$ cat config.mk
export PLATFORM = sky130hd
export DESIGN_NAME = iff_ftxt_text_extractor
export DESIGN_NICKNAME = d
export VERILOG_FILES = /design/src/hw/rtl/iffx_pkg.sv /design/src/hw/rtl/iffx_parser.sv /design/src/hw/rtl/iff_ftxt_text_extractor.sv
export SDC_FILE = /design/constraint.sdc
export NUM_CORES = 1
export LEC_CHECK = 0
export ABC_AREA = 0
export BUFFER_PORTS_ARGS = -buffer_cell sky130_fd_sc_hd__buf_2
export CAP_MARGIN = 10
export CORE_MARGIN = 2
export CORE_UTILIZATION = 45
export DETAILED_ROUTE_END_ITERATION = 6
export PLACE_DENSITY = 0.62
export SYNTH_ARGS = -nofsm -noshare
export SYNTH_HDL_FRONTEND = slang
export SYNTH_SLANG_ARGS = --single-unit
$ cat constraint.sdc
create_clock -name clk -period 6.2 [get_ports clk]
set_clock_uncertainty 0.1 [all_clocks]
set_input_delay 1.24 -clock clk [delete_from_list [all_inputs] [get_ports clk]]
set_output_delay 1.24 -clock clk [all_outputs]
set_load 0.03 [all_outputs]
$ cat src/hw/rtl/iffx_pkg.sv
package iffx_pkg;

	// Parse phases.
	localparam logic [2:0] PH_FILEHDR   = 3'd0;
	localparam logic [2:0] PH_CHUNKHDR  = 3'd1;
	localparam logic [2:0] PH_PAYLOAD   = 3'd2;
	localparam logic [2:0] PH_PAD       = 3'd3;
	localparam logic [2:0] PH_SKIPCHECK = 3'd4;
	localparam logic [2:0] PH_STOP      = 3'd5;

	// Pending line-end rule after a chunk.
	localparam logic [1:0] SKIP_NONE = 2'd0;
	localparam logic [1:0] SKIP_CRLF = 2'd1;
	localparam logic [1:0] SKIP_CR   = 2'd2;

	// Final status codes.
	localparam logic [1:0] STAT_OK      = 2'd0;
	localparam logic [1:0] STAT_SHORT   = 2'd1;
	localparam logic [1:0] STAT_NO_FORM = 2'd2;
	localparam logic [1:0] STAT_NO_FTXT = 2'd3;

	localparam logic [31:0] TAG_FORM = 32'h464F524D;
	localparam logic [31:0] TAG_FTXT = 32'h46545854;
	localparam logic [31:0] TAG_CHRS = 32'h43485253;

	localparam logic [7:0]  CHAR_NUL = 8'h00;
	localparam logic [7:0]  CHAR_CR  = 8'h0D;
	localparam logic [7:0]  CHAR_LF  = 8'h0A;
	localparam logic [15:0] PAIR_CRLF = 16'h0D0A;

	localparam int MIN_LEN      = 18;
	localparam int FORM_END_POS = 3;
	localparam int FTXT_END_POS = 11;
	localparam int NO_FORM_POS  = 4;

	localparam logic [3:0] HDR_ID_BYTES = 4'd4;
	localparam logic [3:0] HDR_BYTES    = 4'd8;

	localparam int TOTAL_W = 24;

	typedef struct packed {
		logic                 last_byte;
		logic [TOTAL_W-1:0]   total_length;
		logic [7:0]           byte_value;
	} iffx_item_t;

	typedef struct packed {
		logic [1:0] status;
		logic       done_res;
		logic       text_valid;
		logic [7:0] text_byte;
	} iffx_res_t;

endpackage

$ cat src/hw/rtl/iffx_parser.sv
module iffx_parser #(
	parameter int LENGTH_BITS = 24
) (
	input  logic                 clk,
	input  logic                 arst_n,
	input  logic                 fire,
	input  iffx_pkg::iffx_item_t item,
	output iffx_pkg::iffx_res_t  res
);

	localparam int TW = (LENGTH_BITS < iffx_pkg::TOTAL_W) ? LENGTH_BITS : iffx_pkg::TOTAL_W;
	localparam int SW = ((LENGTH_BITS > 32) ? LENGTH_BITS : 32) + 2;

	logic [LENGTH_BITS-1:0] pos_q, pos_n;
	logic [2:0]             phase_q, phase_n;
	logic [31:0]            shift_q, shift_n;
	logic [31:0]            remain_q, remain_n;
	logic [2:0]             hcnt_q, hcnt_n;
	logic                   odd_q, odd_n;
	logic                   text_q, text_n;
	logic [15:0]            prev_q, prev_n;
	logic [1:0]             skip_q, skip_n;
	logic [1:0]             err_q, err_n;

	logic [LENGTH_BITS-1:0] total_w;
	logic [7:0]             b;
	logic                   take;
	logic                   hdr_go;
	logic [3:0]             hdr_cnt;
	logic [31:0]            hdr_shift;
	logic [31:0]            rem_dec;
	logic [SW-1:0]          reach;
	logic                   emit;
	logic                   drop;
	logic                   chunk_end;
	logic [1:0]             stat;

	assign b       = item.byte_value;
	assign total_w = LENGTH_BITS'(item.total_length[TW-1:0]);

	always_comb begin
		pos_n     = pos_q;
		phase_n   = phase_q;
		shift_n   = shift_q;
		remain_n  = remain_q;
		hcnt_n    = hcnt_q;
		odd_n     = odd_q;
		text_n    = text_q;
		prev_n    = prev_q;
		skip_n    = skip_q;
		err_n     = err_q;
		emit      = 1'b0;
		hdr_go    = 1'b0;
		hdr_cnt   = {1'b0, hcnt_q};
		hdr_shift = {shift_q[23:0], b};
		rem_dec   = remain_q - 32'(remain_q != 32'd0);
		drop      = 1'b0;
		chunk_end = 1'b0;
		reach     = SW'(pos_q) + SW'(1) + SW'(hdr_shift);
		stat      = iffx_pkg::STAT_OK;

		if (total_w < LENGTH_BITS'(iffx_pkg::MIN_LEN)) begin
			err_n   = iffx_pkg::STAT_SHORT;
			phase_n = iffx_pkg::PH_STOP;
		end
		take = (phase_n != iffx_pkg::PH_STOP) && (pos_q < total_w);

		if (take) begin
			unique case (phase_n)
				iffx_pkg::PH_FILEHDR: begin
					shift_n = hdr_shift;
					if (pos_q == LENGTH_BITS'(iffx_pkg::FORM_END_POS)
						&& hdr_shift != iffx_pkg::TAG_FORM) begin
						err_n   = iffx_pkg::STAT_NO_FORM;
						phase_n = iffx_pkg::PH_STOP;
					end else if (pos_q == LENGTH_BITS'(iffx_pkg::FTXT_END_POS)) begin
						if (hdr_shift != iffx_pkg::TAG_FTXT) begin
							err_n   = iffx_pkg::STAT_NO_FTXT;
							phase_n = iffx_pkg::PH_STOP;
						end else begin
							phase_n = iffx_pkg::PH_CHUNKHDR;
							hcnt_n  = 3'd0;
						end
					end
				end
				iffx_pkg::PH_SKIPCHECK: begin
					drop = (skip_q == iffx_pkg::SKIP_CRLF && b == iffx_pkg::CHAR_NUL)
						|| (skip_q == iffx_pkg::SKIP_CR && b == iffx_pkg::CHAR_LF);
					skip_n  = iffx_pkg::SKIP_NONE;
					phase_n = iffx_pkg::PH_CHUNKHDR;
					hcnt_n  = 3'd0;
					hdr_cnt = 4'd0;
					hdr_go  = !drop;
				end
				iffx_pkg::PH_CHUNKHDR: begin
					hdr_go = 1'b1;
				end
				iffx_pkg::PH_PAYLOAD: begin
					prev_n   = {prev_q[7:0], b};
					remain_n = rem_dec;
					emit     = text_q;
					if (rem_dec == 32'd0) begin
						if (odd_q) begin
							phase_n = iffx_pkg::PH_PAD;
						end else begin
							chunk_end = 1'b1;
						end
					end
				end
				iffx_pkg::PH_PAD: begin
					prev_n    = {prev_q[7:0], b};
					chunk_end = 1'b1;
				end
				default: begin
				end
			endcase
		end

		if (hdr_go) begin
			shift_n = hdr_shift;
			hdr_cnt = hdr_cnt + 4'd1;
			if (hdr_cnt == iffx_pkg::HDR_ID_BYTES) begin
				text_n = (hdr_shift == iffx_pkg::TAG_CHRS);
			end
			if (hdr_cnt == iffx_pkg::HDR_BYTES) begin
				hcnt_n = 3'd0;
				// The whole payload must fit before the end of the buffer.
				if (reach > SW'(total_w)) begin
					phase_n = iffx_pkg::PH_STOP;
				end else if (hdr_shift != 32'd0) begin
					remain_n = hdr_shift;
					odd_n    = hdr_shift[0];
					phase_n  = iffx_pkg::PH_PAYLOAD;
				end
			end else begin
				hcnt_n = hdr_cnt[2:0];
			end
		end

		if (chunk_end) begin
			if (prev_n == iffx_pkg::PAIR_CRLF) begin
				skip_n  = iffx_pkg::SKIP_CRLF;
				phase_n = iffx_pkg::PH_SKIPCHECK;
			end else if (prev_n[7:0] == iffx_pkg::CHAR_CR) begin
				skip_n  = iffx_pkg::SKIP_CR;
				phase_n = iffx_pkg::PH_SKIPCHECK;
			end else begin
				skip_n  = iffx_pkg::SKIP_NONE;
				phase_n = iffx_pkg::PH_CHUNKHDR;
				hcnt_n  = 3'd0;
			end
		end

		if (pos_q != {LENGTH_BITS{1'b1}}) begin
			pos_n = pos_q + LENGTH_BITS'(1);
		end

		if (item.last_byte) begin
			if (err_n != iffx_pkg::STAT_OK) begin
				stat = err_n;
			end else if (phase_n == iffx_pkg::PH_FILEHDR) begin
				stat = (pos_n < LENGTH_BITS'(iffx_pkg::NO_FORM_POS))
					? iffx_pkg::STAT_NO_FORM : iffx_pkg::STAT_NO_FTXT;
			end
		end

		res.text_byte  = emit ? b : 8'd0;
		res.text_valid = emit;
		res.done_res   = item.last_byte;
		res.status     = stat;
	end

	always_ff @(posedge clk or negedge arst_n) begin
		if (!arst_n) begin
			pos_q    <= '0;
			phase_q  <= iffx_pkg::PH_FILEHDR;
			shift_q  <= '0;
			remain_q <= '0;
			hcnt_q   <= '0;
			odd_q    <= 1'b0;
			text_q   <= 1'b0;
			prev_q   <= '0;
			skip_q   <= iffx_pkg::SKIP_NONE;
			err_q    <= iffx_pkg::STAT_OK;
		end else if (fire) begin
			if (item.last_byte) begin
				// A buffer ends here; the next transfer starts a new one.
				pos_q    <= '0;
				phase_q  <= iffx_pkg::PH_FILEHDR;
				shift_q  <= '0;
				remain_q <= '0;
				hcnt_q   <= '0;
				odd_q    <= 1'b0;
				text_q   <= 1'b0;
				prev_q   <= '0;
				skip_q   <= iffx_pkg::SKIP_NONE;
				err_q    <= iffx_pkg::STAT_OK;
			end else begin
				pos_q    <= pos_n;
				phase_q  <= phase_n;
				shift_q  <= shift_n;
				remain_q <= remain_n;
				hcnt_q   <= hcnt_n;
				odd_q    <= odd_n;
				text_q   <= text_n;
				prev_q   <= prev_n;
				skip_q   <= skip_n;
				err_q    <= err_n;
			end
		end
	end

endmodule

$ cat src/hw/rtl/iff_ftxt_text_extractor.sv
// A byte is held in the input register, parsed, and its result registered on output.
// Throughput: one byte per cycle unless the output stalls; the input register and the
// result register let a new byte enter while a finished result waits on the output.
// Bytes that produce no text and are not the last byte of a buffer give no result.
// Reset (arst_n low) empties both registers and returns the parser to the file header.
module iff_ftxt_text_extractor #(
	parameter int LENGTH_BITS = 24
) (
	input  logic        clk,
	input  logic        arst_n,
	input  logic        s_axis_tvalid,
	output logic        s_axis_tready,
	input  logic [31:0] s_axis_tdata,   // [7:0] byte_value, [31:8] total_length
	input  logic        s_axis_tlast,   // last_byte
	output logic        m_axis_tvalid,
	input  logic        m_axis_tready,
	output logic [7:0]  m_axis_tdata,   // [7:0] text_byte
	output logic [2:0]  m_axis_tuser,   // [0] text_valid, [2:1] status
	output logic        m_axis_tlast    // done_res
);

	logic                 valid_s1;
	iffx_pkg::iffx_item_t item_s1;
	logic                 out_valid_q;
	iffx_pkg::iffx_res_t  res_q;
	iffx_pkg::iffx_res_t  res;
	logic                 advance;
	logic                 fire;

	// The stage moves on whenever the result register is free or being drained.
	assign advance       = !out_valid_q || m_axis_tready;
	assign fire          = valid_s1 && advance;
	assign s_axis_tready = !valid_s1 || advance;

	always_ff @(posedge clk or negedge arst_n) begin
		if (!arst_n) begin
			valid_s1 <= 1'b0;
		end else if (s_axis_tready) begin
			valid_s1 <= s_axis_tvalid;
		end
	end

	always_ff @(posedge clk) begin
		if (s_axis_tready && s_axis_tvalid) begin
			item_s1.byte_value   <= s_axis_tdata[7:0];
			item_s1.total_length <= s_axis_tdata[31:8];
			item_s1.last_byte    <= s_axis_tlast;
		end
	end

	iffx_parser #(
		.LENGTH_BITS(LENGTH_BITS)
	) u_parser (
		.clk    (clk),
		.arst_n (arst_n),
		.fire   (fire),
		.item   (item_s1),
		.res    (res)
	);

	always_ff @(posedge clk or negedge arst_n) begin
		if (!arst_n) begin
			out_valid_q <= 1'b0;
		end else if (advance) begin
			out_valid_q <= fire && (res.text_valid || res.done_res);
		end
	end

	always_ff @(posedge clk) begin
		if (fire) begin
			res_q <= res;
		end
	end

	assign m_axis_tvalid = out_valid_q;
	assign m_axis_tdata  = res_q.text_byte;
	assign m_axis_tuser  = {res_q.status, res_q.text_valid};
	assign m_axis_tlast  = res_q.done_res;

endmodule
==> results of run 1 <==
## metrics by stage
stage,worst slack (ps),cell area (um^2)
floorplan,807,10900
global placement,352,11600
detailed placement,182,11600
CTS,146,12200
global route,45.1,12200
finish,368,12200
## layer usage
layer	GRT usage, %	vias to the layer above
met1	37.8	5018
li1	-	4977
met4	8.68	0
met2	44.1	448
met3	4.08	62
met5	0	-
## power by group through the flow
| stage | registers, uW | logic, uW | clock network [uW] |
|---|---|---|---|
| global placement | 1280 | 939 | 0 |
| CTS | 1260 | 958 | 1110 |
| global route | 1280 | 1070 | 1140 |
| finish | 1260 | 969 | 1100 |
| floorplan | 1220 | 684 | 0 |
| detailed placement | 1280 | 951 | 0 |
## placed cells by master (no fill, tap or decap), drive strengths merged, types with 5 or more instances in the layout
cell type  synthesis  routed
o221ai             5       5
and3              33      33
nor2b             10      10
a22oi             16      16
nor3              38      38
a31oi             16      16
a32oi              6       6
xnor2             27      27
or4               11      11
o31ai             22      22
nor4b              9       9
edfxtp            45      45
or3               11      11
nand4             36      36
o22ai              9       9
xor2              10      10
buf                7      93
o21ai            135     135
nand3             43      43
a21oi             76      76
nor4              34      34
a22o               8       8
a21o              13      13
nor2              73      73
o2bb2ai            8       8
o211ai            11      11
o41ai              6       6
dfrtp            102     102
mux2i              6       6
clkbuf            77      18
nand2            169     169
and2              11      11
clkinv             0       6
nand2b            14      14
inv               59      67
a211oi            11      11
ha                75      75
and4              10      10
## final timing paths
check,startpoint,endpoint,cells past startpoint
min in group asynchronous,arst_n,u_parser.shift_q[21],1
max,u_parser.pos_q[0],u_parser.remain_q[22],24
min reg2reg,u_parser.prev_q[0],u_parser.prev_q[0],2
max in group asynchronous,arst_n,u_parser.skip_q[0],2
max reg2reg,u_parser.pos_q[0],u_parser.remain_q[22],24
min,u_parser.prev_q[0],u_parser.prev_q[0],2
## layout make-up
type / count / area (um^2) / share of cell area (%)
clock buffers: 18 / 450 / 3.68
inverters: 59 / 221 / 1.81
flip-flops and latches: 147 / 3900 / 31.9
clock inverters: 14 / 175 / 1.43
well taps: 324 / 405 / 3.32
repair buffers: 93 / 576 / 4.71
multi-input cells: 1025 / 6490 / 53.1
## state kept, by name, summed over array words and instances (netlist names)
name               count
u_parser.odd_q         1
valid_s1               1
u_parser.phase_q       3
m_axis_tuser           3
u_parser.remain_q     32
u_parser.hcnt_q        3
u_parser.text_q        1
u_parser.prev_q        8
m_axis_tlast           1
m_axis_tvalid          1
u_parser.err_q         2
item_s1               33
u_parser.pos_q        24
m_axis_tdata           8
u_parser.skip_q        2
u_parser.shift_q      24
## worst min-delay path, cell delays in order (launching register included)
cell and delay, ps:
dfrtp_1 370, nand2_1 50, o21ai_0 60
## cell families (layout without fill, tap and decap cells)
family	after synthesis	after routing	synth area share (%)
xor gates and xnor gates	37	37	2.96
AOI/OAI and AO/OA	383	383	22.1
DFF	147	147	35.7
adders and majority gates	76	76	8.76
muxes	8	8	0.755
buffers and inverters	143	184	5.05
and+or+nand+nor	521	521	24.7
## what timing repair did
| item | 4_1_cts | 5_1_grt |
|---|---|---|
| resized for setup | 0 | 3 |
| endpoints found under the setup margin | 0 | 33 |
| setup buffers | 0 | 1 |
==> metrics.txt, run 1 <==
status=finished, final reports clean; CTS Buf Count=17; max_cap viols=0; io pins=51; first-pass GRT wire length=55100 um; drt first pass iters=7; WP data required=between 6000 and 7000 ps; largest net degree at the start of global routing=53; PwrDens=273 nW/um^2; Synth-to-Final Area Change=11.8%; ys flop type=dfrtp_1; WL/cell=about 21 um; TritonCTS clock tree=built; most common cell in the netlist=nand2_1; DRT antenna net count=0; DR WL met2=16200 um; Vias/cell=6.25; Cell Int Power=a little over 2000 uW; Die H=160 um; Net Sw Power=1290 uW; Core ar.=24100 um^2; Post-CTS Hold Buffers=0; CTS Sinks=around 150; DR top layer=met4; Synth Register Bits=approximately 150; CP dominant cell by count=a21oi_1; # setup viols final=0; port bufs=50; Final Hold Vio Count=0; min cycle time layout=5830 ps; worst-case clock buffer depth=2; H-tree levels=4; Slowest cell on crit path=or4b_2; initial core utilization=between 40% and 50%; Mapped Avg Cell Area=8.32 um^2; Total Routing Usage GR=27.3%; Startpoint Class=flop; Setup CP Type=flop to flop; gpl congestion=0.913; final setup TNS=0 ps; Syn. warnings=0; Final Cycle Share=94.1%; crit-path max FO=11; Fmax=roughly 170 MHz; worst skew pair latency=460 ps; layout cells sized above 1=approximately a tenth; worst-margin pin slew=1090 ps; final net count=1456; vias in the first global route=between 9000 and 10000; Root Buffer=clkbuf_16; Netlist cell types=76; Chip Width=roughly 160 um; DRT iter0 DRCs=1155; Ant. Diodes=0; Slew Limit Fails=0; R2R Setup Slk=370 ps; Min-Delay Path Class=flop to flop; GRT overflow=0; via count=10500; Sequential Power Share=37.9%; total power=3330 uW; metal3 WL=2330 um; Area contributors post-synth=dfrtp_1 23%, edfxtp_1 12%, ha_1 8.6%; wl on met1=15600 um; EDFF count, synth=45; P_leak=0.00526 uW; leading area contributor after synthesis=dfrtp_1; die area=25600 um^2; top cells by count, synth=169 x nand2_1, 128 x o21ai_0, 102 x dfrtp_1; Buffers & Inverters on Critical Path=2; Worst path max stage delay=660 ps; Clock transition at path regs=80 ps; Post-synth ARST share=between 60 and 70%; worst vdd ir=~0.00019 V; RSZ-0062 raised after global routing=no; FP Rows=57; Crit. End Element=flop; Detailed Place HPWL=25100 um; Rel. slew slack=27.3%; Logic pwr share=between 20% and 30%; CP top delay family=simple AND/OR/NAND/NOR gates; sw frac=about 39%; critical path arrival=6120 ps; Seq/Total Area, Yosys=35.7%; Core Util, Final=about half; synthesized area=between 10000 and 15000 um^2; Post-Syn Nets=between 1000 and 1500; cell count after synthesis=1315; placed cells=approximately 1600; top-area cell type share of the netlist area=approximately a quarter; worst hold slack=406 ps; WL final=35000 um; fillcell total=2398; Residual DRC=0; CP cell instances=inv_1, ha_1, fa_1, nand2b_1, a21oi_1, o21ai_0, o21bai_1, a31oi_1, o21ai_2, a21oi_1, o21bai_1, a21oi_1, xnor2_1, ha_1, and4_1, nand4_1, nor3_1, or4b_2, and3_1, nand3_1, and4b_2, buf_4, nor4b_1, a311o_1; Clk pwr share=33.0%; Finished Layout Cells=1680; antenna violations before repair=0
(Power assumes the default switching activity.)
==> run 2: changes to the inputs <==
- CELL_PAD_IN_SITES_DETAIL_PLACEMENT: not set -> 1
- CELL_PAD_IN_SITES_GLOBAL_PLACEMENT: not set -> 1
- PLACE_DENSITY: 0.62 -> 0.78
==> run 2 against run 1 <==
  * Sequential share of layout area rose by 0.18 points
  * Design area down 0.57%
  * Via count grew 3.8%
  * Worst setup slack better by 57 ps
  * Core utilization down 0.29 points
  * The flow now finishes with violations (design-rule violations)
  * Die area stayed put
  * Sequential cell count unchanged
  * Clock power is 4% lower
  * Combinational power increased by 2.4%
  * Count of clock-buffer cells in the layout is 1 lower
==> metrics.txt, run 2 (same netlist as run 1, synthesis figures left out) <==
Logic pwr share=29.8% (+0.7 points); Detailed Place HPWL=28700 um (+14%); post-placement cell area=11500 um^2 (-0.37%); setup bufs post-CTS=0 (unchanged); Crit. End Element=flop; Ant. Diodes=0 (unchanged); port bufs=50 (unchanged); sw frac=39.5% (+0.80 points); GRT overflow=0 (unchanged); gpl congestion=0.910 (-0.36%); Core Util, Final=50.4% (-0.29 points); Core ar.=24100 um^2 (unchanged); worst-case clock buffer depth=2 (unchanged); layout cells sized above 1=10.2% (-0.39 points); Min-Delay Path Class=flop to flop; Net Sw Power=1320 uW (+2.1%); Sequential Power Share=38.4% (+0.5 points); Clock transition at path regs=70 ps (about the same); worst skew pair latency=440 ps (-20 ps); post-route cell area=12200 um^2 (-0.57%); Critical Path Start=u_parser.pos_q[0]; Root Buffer=clkbuf_16; first-pass GRT wire length=62900 um (+14%); Synth-to-Final Area Change=11.2%; worst r2r path cells=24 (unchanged); io pins=51 (unchanged); final setup TNS=0 ps (unchanged); antenna violations before repair=3 (+3); Largest regs=item_s1: 33 flops, u_parser.remain_q: 32 flops; FP Rows=57 (unchanged); Startpoint Class=flop; Largest Register=item_s1; WP data required=6420 ps (-60 ps); Setup CP Type=flop to flop; commonest non-fill, non-tap cell in the layout=nand2_1; CTS resizes=0 (unchanged); largest net degree at the start of global routing=68 (+28%); Chip Width=160 um (unchanged); CP dominant cell by count=a21oi_1; Rel. slew slack=35.2% (+7.9 points); CP cell instances=inv_1, ha_1, fa_1, nand2b_1, a21oi_1, o21ai_0, o21bai_1, a31oi_1, o21ai_2, a21oi_1, o21bai_1, a21oi_1, xnor2_1, ha_1, and4_1, nand4_1, nor3_1, or4b_2, and3_1, nand3_2, and4b_1, buf_4, and2_1, a211o_1; CP top delay family=simple AND/OR/NAND/NOR gates; most frequent cells in the layout=168 x nand2_1, 127 x o21ai_0, 102 x dfrtp_1; status=complete, but fails checks; Die H=160 um (unchanged); Slew Limit Fails=0 (unchanged); total power=3330 uW (about the same); worst-margin pin slew=971 ps (-115 ps); Cell Int Power=2020 uW (-1.3%); P_leak=0.00521 uW (-0.90%); Final Hold Vio Count=0 (unchanged); reg-to-reg endpoint=u_parser.remain_q[12]; Slowest cell on crit path=or4b_2; min cycle time layout=5770 ps (-56.9 ps); RSZ-0062 raised after global routing=no; worst vdd ir=0.000135 V (-28%); DRT antenna net count=0 (unchanged); Residual DRC=2 (+2); Worst path max stage delay=670 ps (about the same); CTS Buf Count=17 (unchanged); crit-path max FO=7 (-4); max_cap viols=0 (unchanged); Clk pwr share=31.9% (-1.1 points); initial core utilization=45.4% (unchanged); failing checks=design-rule violations; Final Cycle Share=93.1% (-0.92 points); TritonCTS clock tree=built; Total Routing Usage GR=31.2% (+3.9 points); min-delay src=u_parser.err_q[0]; PwrDens=274 nW/um^2 (+0.57%); Largest register FFs=33 (unchanged); drt first pass iters=7 (unchanged); hold path endpoint=u_parser.err_q[0]; WL/cell=23.6 um (+13%); Reg-to-Reg Start=u_parser.pos_q[0]; critical path arrival=6000 ps (-120 ps); final net count=1449 (-0.48%); CTS Sinks=147 (unchanged); die area=25600 um^2 (unchanged); Fmax=173 MHz (+0.99%); WL final=39400 um (+13%); Buffers & Inverters on Critical Path=2 (unchanged); Post-CTS Hold Buffers=0 (unchanged); # setup viols final=0 (unchanged); R2R Setup Slk=430 ps (+60 ps); vias in the first global route=11000 (+12%); DRT iter0 DRCs=891 (-23%); via count=10900 (+3.8%); Vias/cell=6.52 (+4.2%); H-tree levels=4 (unchanged); Hold Path Stages=2 (unchanged)
-- run 2: metrics by stage --
step,setup slack [ps],hold WS [ps],std cells
2_1_floorplan,807,324,1315
3_3_place_gp,319,361,1641
3_5_place_dp,157,372,1641
4_1_cts,149,387,1673
5_1_grt,9.38,409,1673
6_report,425,387,1673
-- run 2: worst max path at each step --
stage | slack (ps) | cells past startpoint | to
after floorplan | 810 | 25 | u_parser.remain_q[5]
after global placement | 320 | 24 | u_parser.remain_q[5]
after detailed placement | 160 | 24 | m_axis_tuser[1]
after CTS | 150 | 24 | m_axis_tuser[1]
after global routing | 9 | 25 | u_parser.remain_q[7]
final | 430 | 24 | u_parser.remain_q[12]
-- run 2: cell type report --
| class | count | area [um^2] |
|---|---|---|
| timing repair buffer | 86 | 527 |
| sequential | 147 | 3900 |
| clock inverter | 15 | 173 |
| clock buffer | 17 | 425 |
| fill | 2969 | 12000 |
| tap | 324 | 405 |
| inverter | 59 | 221 |
| multi-input combinational | 1025 | 6500 |
-- run 2: worst reg2reg max path: stages, from the launching register on --
cell and delay (ps):
dfrtp_1 430, inv_1 70, ha_1 200, fa_1 400, nand2b_1 180, a21oi_1 200, o21ai_0 240, o21bai_1 300
a31oi_1 170, o21ai_2 230, a21oi_1 130, o21bai_1 140, a21oi_1 90, xnor2_1 140, ha_1 300, and4_1 200
nand4_1 80, nor3_1 60, or4b_2 670, and3_1 200, nand3_2 160, and4b_1 250, buf_4 170, and2_1 250
a211o_1 320
-- run 2: per-layer routing --
layer / vias up / track usage, % / share of wire (%)
li1: 4937 / - / -
met1: 5477 / 42.9 / 44
met2: 382 / 50.2 / 47
met3: 100 / 4.62 / 6.3
met4: 4 / 11.4 / 3.1
met5: - / 0 / 0.063
-- run 2: power groups by stage --
stage | Combinational [uW] | Clock, uW | Sequential [uW]
after global placement | 936 | 0 | 1290
after CTS | 976 | 1070 | 1270
after global routing | 1090 | 1110 | 1290
final | 992 | 1060 | 1280
after detailed placement | 968 | 0 | 1290
after floorplan | 684 | 0 | 1220
==> run 3: changes to the inputs <==
- GPL_TIMING_DRIVEN: not set -> 0
==> run 3 against run 2 <==
  * Combinational power increased by 7%
  * Critical endpoint is now u_parser.remain_q[10]
  * Worst setup slack got worse by 230 ps
  * Clock power hardly changed
  * Hold slack got worse by 24 ps
  * Highest routed layer is now met4
  * Via count is 3.7% higher
  * Sequential power about the same
  * Total power is 1.7% higher
  * The run now ends clean
  * Largest power group unchanged
  * Design area increased by 2.2%
  * Non-clock buffer count rose by 63
  * Count of clock-buffer cells in the layout unchanged
  * Final cell count up 3.8%
  * Wire length increased by 6.5%
==> metrics.txt, run 3 (same netlist as run 1, synthesis figures left out) <==
status=finished, final reports clean; Slew Limit Fails=0 (unchanged); Core ar.=24100 um^2 (unchanged); Setup CP Type=flop to flop; vias in the first global route=11400 (+3.1%); Crit. End Element=flop; Core Util, Final=51.5% (+1.1 points); Slowest cell on crit path=or4b_2; Logic pwr share=31.3% (+1.5 points); DRT antenna net count=0 (unchanged); TritonCTS clock tree=built; most frequent cells in the layout=169 x nand2_1, 125 x o21ai_0, 102 x dfrtp_1; commonest non-fill, non-tap cell in the layout=nand2_1; io pins=51 (unchanged); Rel. slew slack=21.3% (-14 points); Clk pwr share=31.8% (about the same); max_cap viols=0 (unchanged); fillcell total=2986 (+0.57%); total power=3390 uW (+1.7%); post-route cell area=12400 um^2 (+2.2%); GRT busiest layer=met2; Buffers & Inverters on Critical Path=3 (+1); Detailed Place HPWL=30200 um (+5.4%); WL final=41900 um (+6.5%); gpl congestion=0.917 (+0.85%); Worst path max stage delay=730 ps (+60 ps); Largest regs=item_s1: 33 flops, u_parser.remain_q: 32 flops; worst skew pair latency=440 ps (about the same); RSZ-0062 raised after global routing=no; Final Cycle Share=96.9% (+3.7 points); Final Hold Vio Count=0 (unchanged); register area=3900 um^2 (unchanged); met3 usage=4.08% (-0.55 points); worst vdd ir=0.000145 V (+7.6%); DRT iter0 DRCs=1182 (+33%); largest net degree at the start of global routing=53 (-22%); GR Util met2=52.4% (+2.3 points); FP Rows=57 (unchanged); Clock transition at path regs=80 ps (about the same); Ant. Diodes=0 (unchanged); PwrDens=273 nW/um^2 (-0.46%); WL/cell=24.2 um (+2.6%); WP data required=6460 ps (+40 ps); first-pass GRT wire length=65500 um (+4.3%); Hold Path Stages=0 (-2); Largest Register=item_s1; Post-CTS Hold Buffers=0 (unchanged); port bufs=50 (unchanged); worst r2r path cells=25 (+4.2%); Residual DRC=0 (-2); crit-path max FO=10 (+3); Sequential Power Share=36.9% (-1.5 points); GRT overflow=0 (unchanged); Min-Delay Path Class=flop to flop; initial core utilization=45.4% (unchanged); Root Buffer=clkbuf_16; Net Sw Power=1370 uW (+4.2%); die area=25600 um^2 (unchanged); Cell Int Power=2020 uW (+0.15%); worst-margin pin slew=1170 ps (+198 ps); Vias/cell=6.51 (about the same); Synth-to-Final Area Change=13.6%; final net count=1512 (+4.3%); sw frac=40.5% (+0.95 points); min cycle time layout=6010 ps (+232 ps); via count=11300 (+3.7%); Fmax=166 MHz (-3.9%); drt first pass iters=6 (-1); Chip Width=160 um (unchanged); Startpoint Class=flop; Largest register FFs=33 (unchanged); multi-input logic area=6540 um^2 (+0.54%); layout cells sized above 1=9.49% (-0.74 points); CTS Buf Count=17 (unchanged); critical path arrival=6260 ps (+260 ps); global routing usage on met1=46.0% (+3.2 points); # setup viols final=0 (unchanged); post-placement cell area=11600 um^2 (+0.72%); P_leak=0.00527 uW (+1.1%); worst-case clock buffer depth=2 (unchanged); CTS Sinks=147 (unchanged); Total Routing Usage GR=32.8% (+1.6 points); CP top delay family=simple AND/OR/NAND/NOR gates; H-tree levels=4 (unchanged); antenna violations before repair=0 (-3); Crit. path cell count=25 (+4.2%); Die H=160 um (unchanged)
==> run 3: changes by cell type in the layout (fill, tap and decap cells not counted), moves of 3 or more <==
cell	previous run	this run
o21ai_2	1	4
inv_6	4	0
clkbuf_1	0	73
buf_2	49	52
buf_4	36	14
==> run 3: cell type report <==
| type | instances | share of cell area [%] |
|---|---|---|
| Buffer | 83 | 2.85 |
| Clock buffer | 17 | 3.42 |
| Clock inverter | 15 | 1.47 |
| Inverter | 59 | 1.78 |
| Multi-Input combinational cell | 1025 | 52.6 |
| Sequential cell | 147 | 31.4 |
| Tap cell | 324 | 3.26 |
| Timing Repair Buffer | 66 | 3.20 |
==> run 3: worst reg2reg max path: cells and delay by family, from the launching register on <==
family / cells / cell delay, ps
flops: 1 / 370
fa+ha+maj: 3 / 1060
buf+inv: 3 / 560
compound gates: 10 / 1750
simple gates: 8 / 1920
xor+xnor: 1 / 160
==> run 3: worst paths after layout <==
kind	start	to	slack (ps)
worst max-delay path	item_s1[0]	u_parser.remain_q[10]	190
worst min-delay path	item_s1[32]	m_axis_tlast	360
worst max register to register	item_s1[0]	u_parser.remain_q[10]	190
worst min register to register	item_s1[32]	m_axis_tlast	360
max in group asynchronous	arst_n	u_parser.prev_q[5]	4510
min in group asynchronous	arst_n	u_parser.shift_q[23]	760
==> run 3: power groups by stage <==
| stage | logic (uW) | registers, uW | clock network [uW] |
|---|---|---|---|
| finish | 1060 | 1250 | 1080 |
| global route | 1150 | 1260 | 1110 |
| CTS | 1020 | 1250 | 1090 |
| detailed placement | 997 | 1270 | 0 |
| global placement | 965 | 1270 | 0 |
| floorplan | 684 | 1220 | 0 |
==> run 3: layer usage <==
| layer | vias to the layer above | wire length [um] |
|---|---|---|
| met5 | - | 0 |
| met4 | 0 | 1240 |
| met1 | 5641 | 18400 |
| met2 | 472 | 19300 |
| met3 | 96 | 2990 |
| li1 | 5098 | - |
==> run 3: what timing repair did <==
action / in CTS / in global routing
gates resized for setup: 8 / 21
buffers inserted: 3 / 10
cloned: 0 / 0
pin swaps: 2 / 5
setup endpoints to repair: 38 / 36
==> run 3: per-stage QoR <==
| stage | instances | hold WS, ps | setup WS, ps | TNS (ps) |
|---|---|---|---|---|
| floorplan | 1315 | 324 | 807 | 0 |
| global placement | 1689 | 327 | -1080 | -29360 |
| detailed placement | 1691 | 347 | -1130 | -32450 |
| CTS | 1725 | 366 | 8.48 | 0 |
| global route | 1736 | 387 | 16.1 | 0 |
| finish | 1736 | 363 | 194 | 0 |
